[src/ptb_ram.sv]
// Generic single-write, single-read RAM with registered read data.
module ptb_ram #(
    parameter int WIDTH = 8,
    parameter int DEPTH = 2
) (
    input  logic                     clk,
    input  logic                     we,
    input  logic [$clog2(DEPTH)-1:0] waddr,
    input  logic [WIDTH-1:0]         wdata,
    input  logic                     re,
    input  logic [$clog2(DEPTH)-1:0] raddr,
    output logic [WIDTH-1:0]         rdata
);

    logic [WIDTH-1:0] mem_reg [DEPTH];
    logic [WIDTH-1:0] rdata_reg;

    always_ff @(posedge clk)
    begin
        if (we)
        begin
            mem_reg[waddr] <= wdata;
        end
        if (re)
        begin
            rdata_reg <= mem_reg[raddr];
        end
    end

    assign rdata = rdata_reg;

endmodule

[config.mk]
export PLATFORM = sky130hd
export DESIGN_NAME = ptb_ram
export DESIGN_NICKNAME = d
export VERILOG_FILES = /design/src/ptb_ram.sv
export SDC_FILE = /design/constraint.sdc
export NUM_CORES = 1
export LEC_CHECK = 0
export BUFFER_PORTS_ARGS = -buffer_cell sky130_fd_sc_hd__buf_2
export CELL_PAD_IN_SITES_DETAIL_PLACEMENT = 1
export CELL_PAD_IN_SITES_GLOBAL_PLACEMENT = 2
export CORE_ASPECT_RATIO = 0.9
export CORE_MARGIN = 5
export CORE_UTILIZATION = 35
export DETAILED_ROUTE_END_ITERATION = 12
export HOLD_SLACK_MARGIN = 0.1
export PLACE_DENSITY = 0.79
export SETUP_SLACK_MARGIN = 0.05
export SLEW_MARGIN = 25
export SYNTH_ARGS = -nofsm -noshare
export SYNTH_HDL_FRONTEND = slang
export SYNTH_SLANG_ARGS = --single-unit
[constraint.sdc]
create_clock -name clk -period 1.7 [get_ports clk]
set_input_delay 0.34 -clock clk [delete_from_list [all_inputs] [get_ports clk]]
set_output_delay 0.34 -clock clk [all_outputs]
set_load 0.01 [all_outputs]
==> results.md <==
* Slew margin rel. at 0.7526
* Antenna cells at 0
* Number of flip-flops in the largest register at 16
* Pwr Density at 1018 nW/µm²
* Crit path launch type: flip-flop
* Bufs on Longest Clock Path at 2
* Crit path buf inv count at 1
* Design Area, Final at 1022 µm²
* Pre-CTS setup slack at 0.5129 ns
* Die width at 62.39 µm
* First-pass GRT wire length at 2.173 mm
* Antenna Nets Post-Route at 0
* Clk_lat worst skew at 0.31 ns
* Distinct cell type count after synthesis at 5
* Number of I/O pins at 21
* Delay of the slowest critical-path stage at 0.41 ns
* Vias in the first global route at 443
* Post-DP Area at 996.0 µm²
* Core footprint at 2404 µm²
* Worst setup EP type: primary output
* Worst clock skew at 0.007069 ns
* Fin. Hold Viols at 0
* VDD IR max at 0.4294 mV
* Crit Path Max Fanout at 1
* Finish-stage setup viols at 0
* GP Congestion at 0.6228
* Die Span Y at 57.15 µm
* Final wirelength at 1.365 mm
* Synthesized instance count at 35
* Setup Buffers After CTS at 0
* Setup TNS at 0 ns
* Post-synthesis sequential area ratio at 0.8336
* Wire per inst at 15.69 µm
* Row count at 17
* CTS sink count at 24
* Share of cells above drive strength 1 at 0.5424
* WP data required at 1.36 ns
* Synthesized cell area at 864.6 µm²
* Port buffer count at 20
* Root buffer cell: clkbuf_4
* R2R setup slack at 0.80 ns
* Seq cells post-synth at 24
* Area Overhead vs Synth at 18.23%
* Leak pwr at 0.3982 nW
* Minimum clock period at 1.220 ns
* Maxcap violations at 0
* Hold buffer count at CTS at 0
* # nets final at 73
* WS Path Type: flip-flop to primary output
* Outcome: finished clean
* Initial antenna violation count at 0
* Critical Path AT at 0.88 ns
* Min-Delay Path Class: primary input to flip-flop
* Grt ovf at 0
* Post-Syn Area per Cell at 24.70 µm²
* Commonest non-fill, non-tap cell in the layout: edfxtp_1
* Commonest non-fill, non-tap cells in the layout: edfxtp_1 (24), buf_2 (20), mux2_4 (8), clkbuf_4 (3)
* CTS tree: done
* Total CTS buffers at 3
* Non-Filler Instances at 87
* Residual DRC at 0
* Mapped Nets at 48
* Slowest cell on crit path: edfxtp_1
* GRT Total Usage at 0.08351
* Largest net degree at the start of global routing at 14
* Initial detailed-routing violation count at 1
* Pre-antenna DRT Iters at 2
* PostCTS Resize Cnt at 0
* Vias per cell at 4.506
* DIE AREA at 3566 µm²
* Reg clk slew, reported paths at 0.12 ns
* Top Family by Delay on Critical Path: flip-flops
* Achievable Freq at 0.8199 GHz
* Starting Density at 0.3597
* Final period util at 0.7174
* Worst hold slack at 0.2053 ns
* Dpl cells at 83
* Final Max Tran Viols at 0
* Measured slew at the worst slew-check pin at 0.3711 ns
* RSZ-0062 raised after global routing: no
* CP Cell Sequence: buf_2
* Ys Warns at 0
* Final WS setup at 0.4804 ns
* Via count at 392
* H-tree Lvls at 1
==> cells by family after synthesis <==
logic type | Yosys count | synth area share
flops | 24 | 0.8336
mux | 8 | 0.1389
simple gates | 2 | 0.01448
buf+inv | 1 | 0.01302
==> area by class of cell <==
type                            count  area, µm²
Tap cell                           28      35.03
Sequential cell                    24      720.7
Clock buffer                        3      22.52
Timing Repair Buffer               21      107.6
Clock inverter                      1      3.754
Multi-Input combinational cell     10      132.6
Fill cell                         247       1381
==> final timing paths <==
| path | from | endpoint | cells after the start |
|---|---|---|---|
| worst max-delay path | rdata[4]$_DFFE_PP_ | rdata[4] | 1 |
| worst max register to register | mem_reg[1][2]$_DFFE_PP_ | rdata[2]$_DFFE_PP_ | 1 |
| worst min register to register | mem_reg[1][7]$_DFFE_PP_ | rdata[7]$_DFFE_PP_ | 1 |
| worst min-delay path | wdata[6] | mem_reg[0][6]$_DFFE_PP_ | 1 |
==> synth_stat cells <==
master	n	area, µm²
and2_1	1	6.260
buf_6	1	11.26
edfxtp_1	24	720.7
mux2_4	8	120.1
nor2b_1	1	6.260
==> power breakdown <==
group	total (mW)	switching, mW	internal [mW]
clock network	0.247	0.161	0.0859
registers	0.709	0.0105	0.698
logic	0.0854	0.0388	0.0466
total	1.04	0.210	0.831
==> stage by stage <==
step / util / total power, mW
3_3_place_gp: 0.4144 / 0.8038
6_report: 0.4253 / 1.041
2_1_floorplan: - / 0.7687
3_5_place_dp: 0.4144 / 0.8117
5_1_grt: 0.4253 / 1.094
4_1_cts: 0.4253 / 1.060
==> per-layer routing <==
layer  GRT usage  vias to the layer above  routed length (µm)
li1            -                      184                   -
met1     0.09034                      182                 575
met2      0.1228                       21                 618
met3     0.03346                        5                 112
met4     0.08182                        0                  58
met5           0                        -                   0
(Power assumes the default switching activity.)
