$ cat config.mk
export PLATFORM = sky130hd
export DESIGN_NAME = ptb_refill
export DESIGN_NICKNAME = d
export VERILOG_FILES = /design/src/ptb_pkg.sv /design/src/ptb_refill.sv
export SDC_FILE = /design/constraint.sdc
export NUM_CORES = 2
export LEC_CHECK = 0
export ABC_AREA = 0
export BUFFER_PORTS_ARGS = -buffer_cell sky130_fd_sc_hd__buf_2
export CORE_MARGIN = 3
export CORE_UTILIZATION = 40
export CTS_BUF_LIST = sky130_fd_sc_hd__clkbuf_4
export CTS_CLUSTER_DIAMETER = 30
export DETAILED_ROUTE_END_ITERATION = 10
export SLEW_MARGIN = 20
export SYNTH_ARGS = -nofsm -noshare
export SYNTH_HDL_FRONTEND = slang
export SYNTH_SLANG_ARGS = --single-unit
$ cat constraint.sdc
create_clock -name clk -period 7.8 [get_ports clk]
set_input_delay 1.17 -clock clk [delete_from_list [all_inputs] [get_ports clk]]
set_output_delay 1.17 -clock clk [all_outputs]
set_load 0.03 [all_outputs]
$ cat src/ptb_pkg.sv
// Shared types and constants for the per-tenant token bucket core.
package ptb_pkg;

    localparam int SLOT_IN_W  = 8;
    localparam int TICK_IN_W  = 32;
    localparam int RATE_W     = 32;
    localparam int HALF_W     = RATE_W / 2;
    localparam int BURST_W    = 16;
    localparam int TOKEN_W    = 16;
    localparam int CFG_IDX_W  = 2;
    localparam int CFG_DATA_W = 32;

    localparam logic [RATE_W-1:0]  RATE_RESET  = 32'd655;
    localparam logic [BURST_W-1:0] BURST_RESET = 16'd10;

    localparam logic [CFG_IDX_W-1:0] CFG_RATE  = 2'd0;
    localparam logic [CFG_IDX_W-1:0] CFG_BURST = 2'd1;

    typedef struct packed {
        logic [SLOT_IN_W-1:0] tenant_slot;
        logic [TICK_IN_W-1:0] now_tick;
    } req_t;

    typedef struct packed {
        logic               allowed;
        logic [TOKEN_W-1:0] tokens_left;
    } rsp_t;

endpackage

$ cat src/ptb_refill.sv
// Multi-cycle refill unit: elapsed ticks times rate, saturated at the bucket cap.
module ptb_refill
    import ptb_pkg::*;
#(
    parameter int LVL_W     = 32,
    parameter int TICK_BITS = 32
) (
    input  logic                 clk,
    input  logic                 rst_n,
    input  logic                 start,
    input  logic [TICK_BITS-1:0] now,
    input  logic [TICK_BITS-1:0] last,
    input  logic [LVL_W-1:0]     level_in,
    input  logic                 fresh,
    input  logic [RATE_W-1:0]    rate,
    input  logic [LVL_W-1:0]     cap,
    output logic                 done,
    output logic [LVL_W-1:0]     level_out
);

    localparam int EW = (TICK_BITS < LVL_W) ? TICK_BITS : LVL_W;
    localparam int PW = EW + HALF_W;
    localparam int SW = EW + RATE_W;

    typedef enum logic [1:0] {R_IDLE, R_LO, R_HI, R_SUM} phase_t;

    phase_t phase_reg, phase_next;
    logic   done_reg, done_next;

    logic [EW-1:0]    e_reg;
    logic [LVL_W-1:0] lvl_reg;
    logic             fresh_reg;
    logic             ge_cap_reg;
    logic [LVL_W-1:0] room_reg;
    logic [PW-1:0]    prod_lo_reg;
    logic [PW-1:0]    prod_hi_reg;
    logic [LVL_W-1:0] result_reg;

    logic [TICK_BITS-1:0] elapsed;
    logic [EW-1:0]        e_clamp;
    logic [SW-1:0]        total;
    logic                 over;
    logic [LVL_W-1:0]     sum_level;

    // a gap beyond the level width always overflows the room when rate is nonzero
    assign elapsed   = now - last;
    assign e_clamp   = (elapsed > TICK_BITS'({EW{1'b1}})) ? {EW{1'b1}} : EW'(elapsed);
    assign total     = SW'(prod_lo_reg) + (SW'(prod_hi_reg) << HALF_W);
    assign over      = ge_cap_reg || (total > SW'(room_reg));
    assign sum_level = (fresh_reg || over) ? cap : lvl_reg + total[LVL_W-1:0];

    always_comb
    begin
        phase_next = phase_reg;
        done_next  = 1'b0;
        unique case (phase_reg)
            R_IDLE:
            begin
                if (start)
                begin
                    phase_next = R_LO;
                end
            end
            R_LO:
            begin
                phase_next = R_HI;
            end
            R_HI:
            begin
                phase_next = R_SUM;
            end
            R_SUM:
            begin
                phase_next = R_IDLE;
                done_next  = 1'b1;
            end
            default:
            begin
                phase_next = R_IDLE;
            end
        endcase
    end

    always_ff @(posedge clk or negedge rst_n)
    begin
        if (!rst_n)
        begin
            phase_reg <= R_IDLE;
            done_reg  <= 1'b0;
        end
        else
        begin
            phase_reg <= phase_next;
            done_reg  <= done_next;
        end
    end

    always_ff @(posedge clk)
    begin
        if (phase_reg == R_IDLE && start)
        begin
            e_reg     <= e_clamp;
            lvl_reg   <= level_in;
            fresh_reg <= fresh;
        end
        if (phase_reg == R_LO)
        begin
            prod_lo_reg <= PW'(e_reg) * PW'(rate[HALF_W-1:0]);
            ge_cap_reg  <= lvl_reg >= cap;
            room_reg    <= cap - lvl_reg;
        end
        if (phase_reg == R_HI)
        begin
            prod_hi_reg <= PW'(e_reg) * PW'(rate[RATE_W-1:HALF_W]);
        end
        if (phase_reg == R_SUM)
        begin
            result_reg <= sum_level;
        end
    end

    assign done      = done_reg;
    assign level_out = result_reg;

endmodule

==> metrics.txt <==
Congestion Overflow GR=0; crit-path max FO=17; top_reg_cell synth=edfxtp_1; Post-route DRC=0; dominant cell type by area after synthesis=fa_1; final hold vios=0; total track usage=21.3%; CP Launch Point=e_reg[9]$_DFFE_PP_; postcts setup bufs=0; fraction of final layout cells sized beyond drive strength 1=9.75%; routed length per instance=18.2 µm; PostCTS Resize Cnt=0; final net count=6737; Max-Cap Viols=0; clk slew on worst S/H paths=0.06 ns; clk_skew=0.0760 ns; largest net degree at the start of global routing=50; first-pass GRT wire length=204000 µm; worst hold path type=in -> reg; vias in the first global route=37300; DR vias/cell=5.10; cells on worst reg2reg path=24; die height=349 µm; GPL Wtd Cong=0.858; Worst setup SP type=flip-flop; final setup vio count=0; register bit total from synthesis=229; minimum clock period=7.25 ns; Num Clock Sinks=229; Post-CTS Hold Fix Bufs=1; Final Cycle Share=93.0%; fillcell total=11400; hold_sp=level_in[6]; Die Area=0.122 mm²; Endpoint, Worst Hold=lvl_reg[6]$_DFFE_PP_; r2r setup slk=0.55 ns; Detailed Route WL=126000 µm; Worst EP arrival=7.90 ns; drt first pass iters=5; synthesized instance count=5088; DIE WIDTH=349 µm; CP most frequent cell=fa_1; via count=35300; worst-skew pair later-pin latency=0.95 ns; Core ar.=0.116 mm²; Mapped Area=0.0469 mm²; RSZ-0062 raised after global routing=no; CP peak stage delay=0.97 ns; WHS Path Cells=1; Slew @ Worst Pin=0.951 ns; syn_area_per_cell=9.23 µm²; number of synthesized flops with an enable pin=226; R2R Path End=prod_hi_reg[41]$_DFFE_PP_; Yosys cell types=72; iteration-0 DRC count of the detailed router=2225; relative slew slack=36.6%; H-tree depth=3; YS warnings=0; outcome=completed; Setup Crit Path Kind=reg -> reg; root buf cell=clkbuf_4; area grow syn2layout=9.76%; RR Startpoint=e_reg[9]$_DFFE_PP_; Clock Tree Buf Depth=3; # port buffers=196; slowest stage cell, crit path=edfxtp_1; Yosys top cell area share=35.8%; Initial Util=40.3%; crit path cell chain=buf_4, nand2_1, fa_1, inv_1, fa_1, fa_1, fa_1, fa_1, inv_1, fa_1, inv_1, ha_1, a21o_1, nand2_1, a21oi_1, o41ai_1, o21a_1, o21ai_1, buf_4, a21oi_1, a21boi_1, a221oi_1, o21ai_1, xor2_1; Top Ports=197; maximum clock frequency=0.138 GHz; fin. max-slew vios=0; num rows=125; Crit path required time=8.45 ns; CP Capture Type=flip-flop; initial antenna violation count=9; setup_tns=0 ns; Final HPWL DP=104000 µm; CTS Buf Count=78; register area share after synthesis=14.6%; top cells by area, synth=fa_1 36%, edfxtp_1 14%, ha_1 11%, inv_1 8.1%, and2_1 5.9%; Routed Antenna Nets=0; CTS tree=done; syn nets=6495; Post-synth ARST share=1.31%
routing by layer:
layer / global-route usage, % / up-vias / part of all wire, %
met4: 5.22 / 4 / 2.1
li1: - / 16500 / -
met5: 0 / - / 0.025
met3: 4.52 / 156 / 7.3
met1: 29.5 / 17600 / 45
met2: 34.2 / 1041 / 45
worst max path at each step:
stage / endpoint / slack, ns / depth (start not counted)
2_1_floorplan: prod_lo_reg[47]$_DFFE_PN_ / 0.46 / 25
5_1_grt: prod_lo_reg[46]$_DFFE_PN_ / 0.03 / 24
3_3_place_gp: prod_lo_reg[46]$_DFFE_PN_ / 0.11 / 24
3_5_place_dp: prod_hi_reg[46]$_DFFE_PP_ / 0.07 / 23
6_report: prod_hi_reg[41]$_DFFE_PP_ / 0.55 / 24
4_1_cts: prod_hi_reg[47]$_DFFE_PP_ / 0.51 / 25
per-stage QoR:
stage / worst slack (ns) / utilization, % / instances / area, µm² / hold slack, ns
finish: 0.548 / 44.3 / 6917 / 51500 / 0.400
floorplan: 0.463 / - / 5088 / 46900 / 0.533
CTS: 0.511 / 44.3 / 6908 / 51500 / 0.252
global route: 0.0308 / 44.3 / 6913 / 51500 / 0.285
global placement: 0.113 / 43.4 / 6773 / 50500 / 0.572
detailed placement: 0.0735 / 43.4 / 6773 / 50500 / 0.598
critical path, delay by kind of cell (launching register included):
family          cells  cell delay (ns)
fa+ha+maj           7             3.31
compound gates      9             1.70
flops               1             0.97
buf+inv             5             0.63
simple gates        2             0.17
xor+xnor            1             0.16
layout make-up:
| type | count | area (µm²) | share of cell area [%] |
|---|---|---|---|
| sequential | 229 | 6860 | 13.3 |
| clock buffer | 97 | 728 | 1.41 |
| timing repair buffer | 377 | 2490 | 4.84 |
| antenna | 9 | 22.5 | 0.0437 |
| inverter | 1015 | 3810 | 7.39 |
| clock inverter | 37 | 249 | 0.483 |
| tap | 1524 | 1910 | 3.70 |
| multi-input combinational | 3629 | 35500 | 68.8 |
cells in the final DEF (no fill, tap or decap), types with 18 or more instances in the layout:
cell      instances
inv_1          1015
fa_1            840
nand2_1         705
and2_1          439
ha_1            401
edfxtp_1        226
a21oi_1         205
buf_2           196
buf_4           168
xnor2_1         137
nor2_1          128
a21o_1          107
clkbuf_4         97
o21ai_0          90
xor2_1           56
nand4_1          42
nor3_1           37
nand3_1          35
o21a_1           32
mux2_1           31
o21bai_1         30
a211oi_1         29
nor2b_1          28
nand2b_1         27
and3_1           23
o21ai_1          18
cells by family (layout without fill, tap and decap cells):
kind of cell,after synthesis,count (layout),share of synthesized area [%]
AOI/OAI and AO/OA,642,642,8.85
xor gates and xnor gates,193,193,3.60
adders and majority gates,1243,1243,46.6
buffers and inverters,1230,1526,9.89
DFF,229,229,14.6
muxes,37,37,0.874
other,0,9,0
and+or+nand+nor,1514,1514,15.6
cells in the mapped netlist, drive strengths merged (30+ instances only):
| library cell | count |
|---|---|
| o21bai | 30 |
| xor2 | 56 |
| edfxtp | 226 |
| inv | 1015 |
| mux2 | 32 |
| ha | 403 |
| xnor2 | 137 |
| a21o | 108 |
| o21a | 32 |
| clkbuf | 210 |
| a21oi | 205 |
| and2 | 440 |
| nor3 | 37 |
| nand2 | 705 |
| o21ai | 108 |
| nand3 | 35 |
| nand4 | 42 |
| fa | 840 |
| nor2 | 129 |
Power is not shown: default switching activity piles up to over one toggle a cycle in this logic, so the estimate is an artifact.
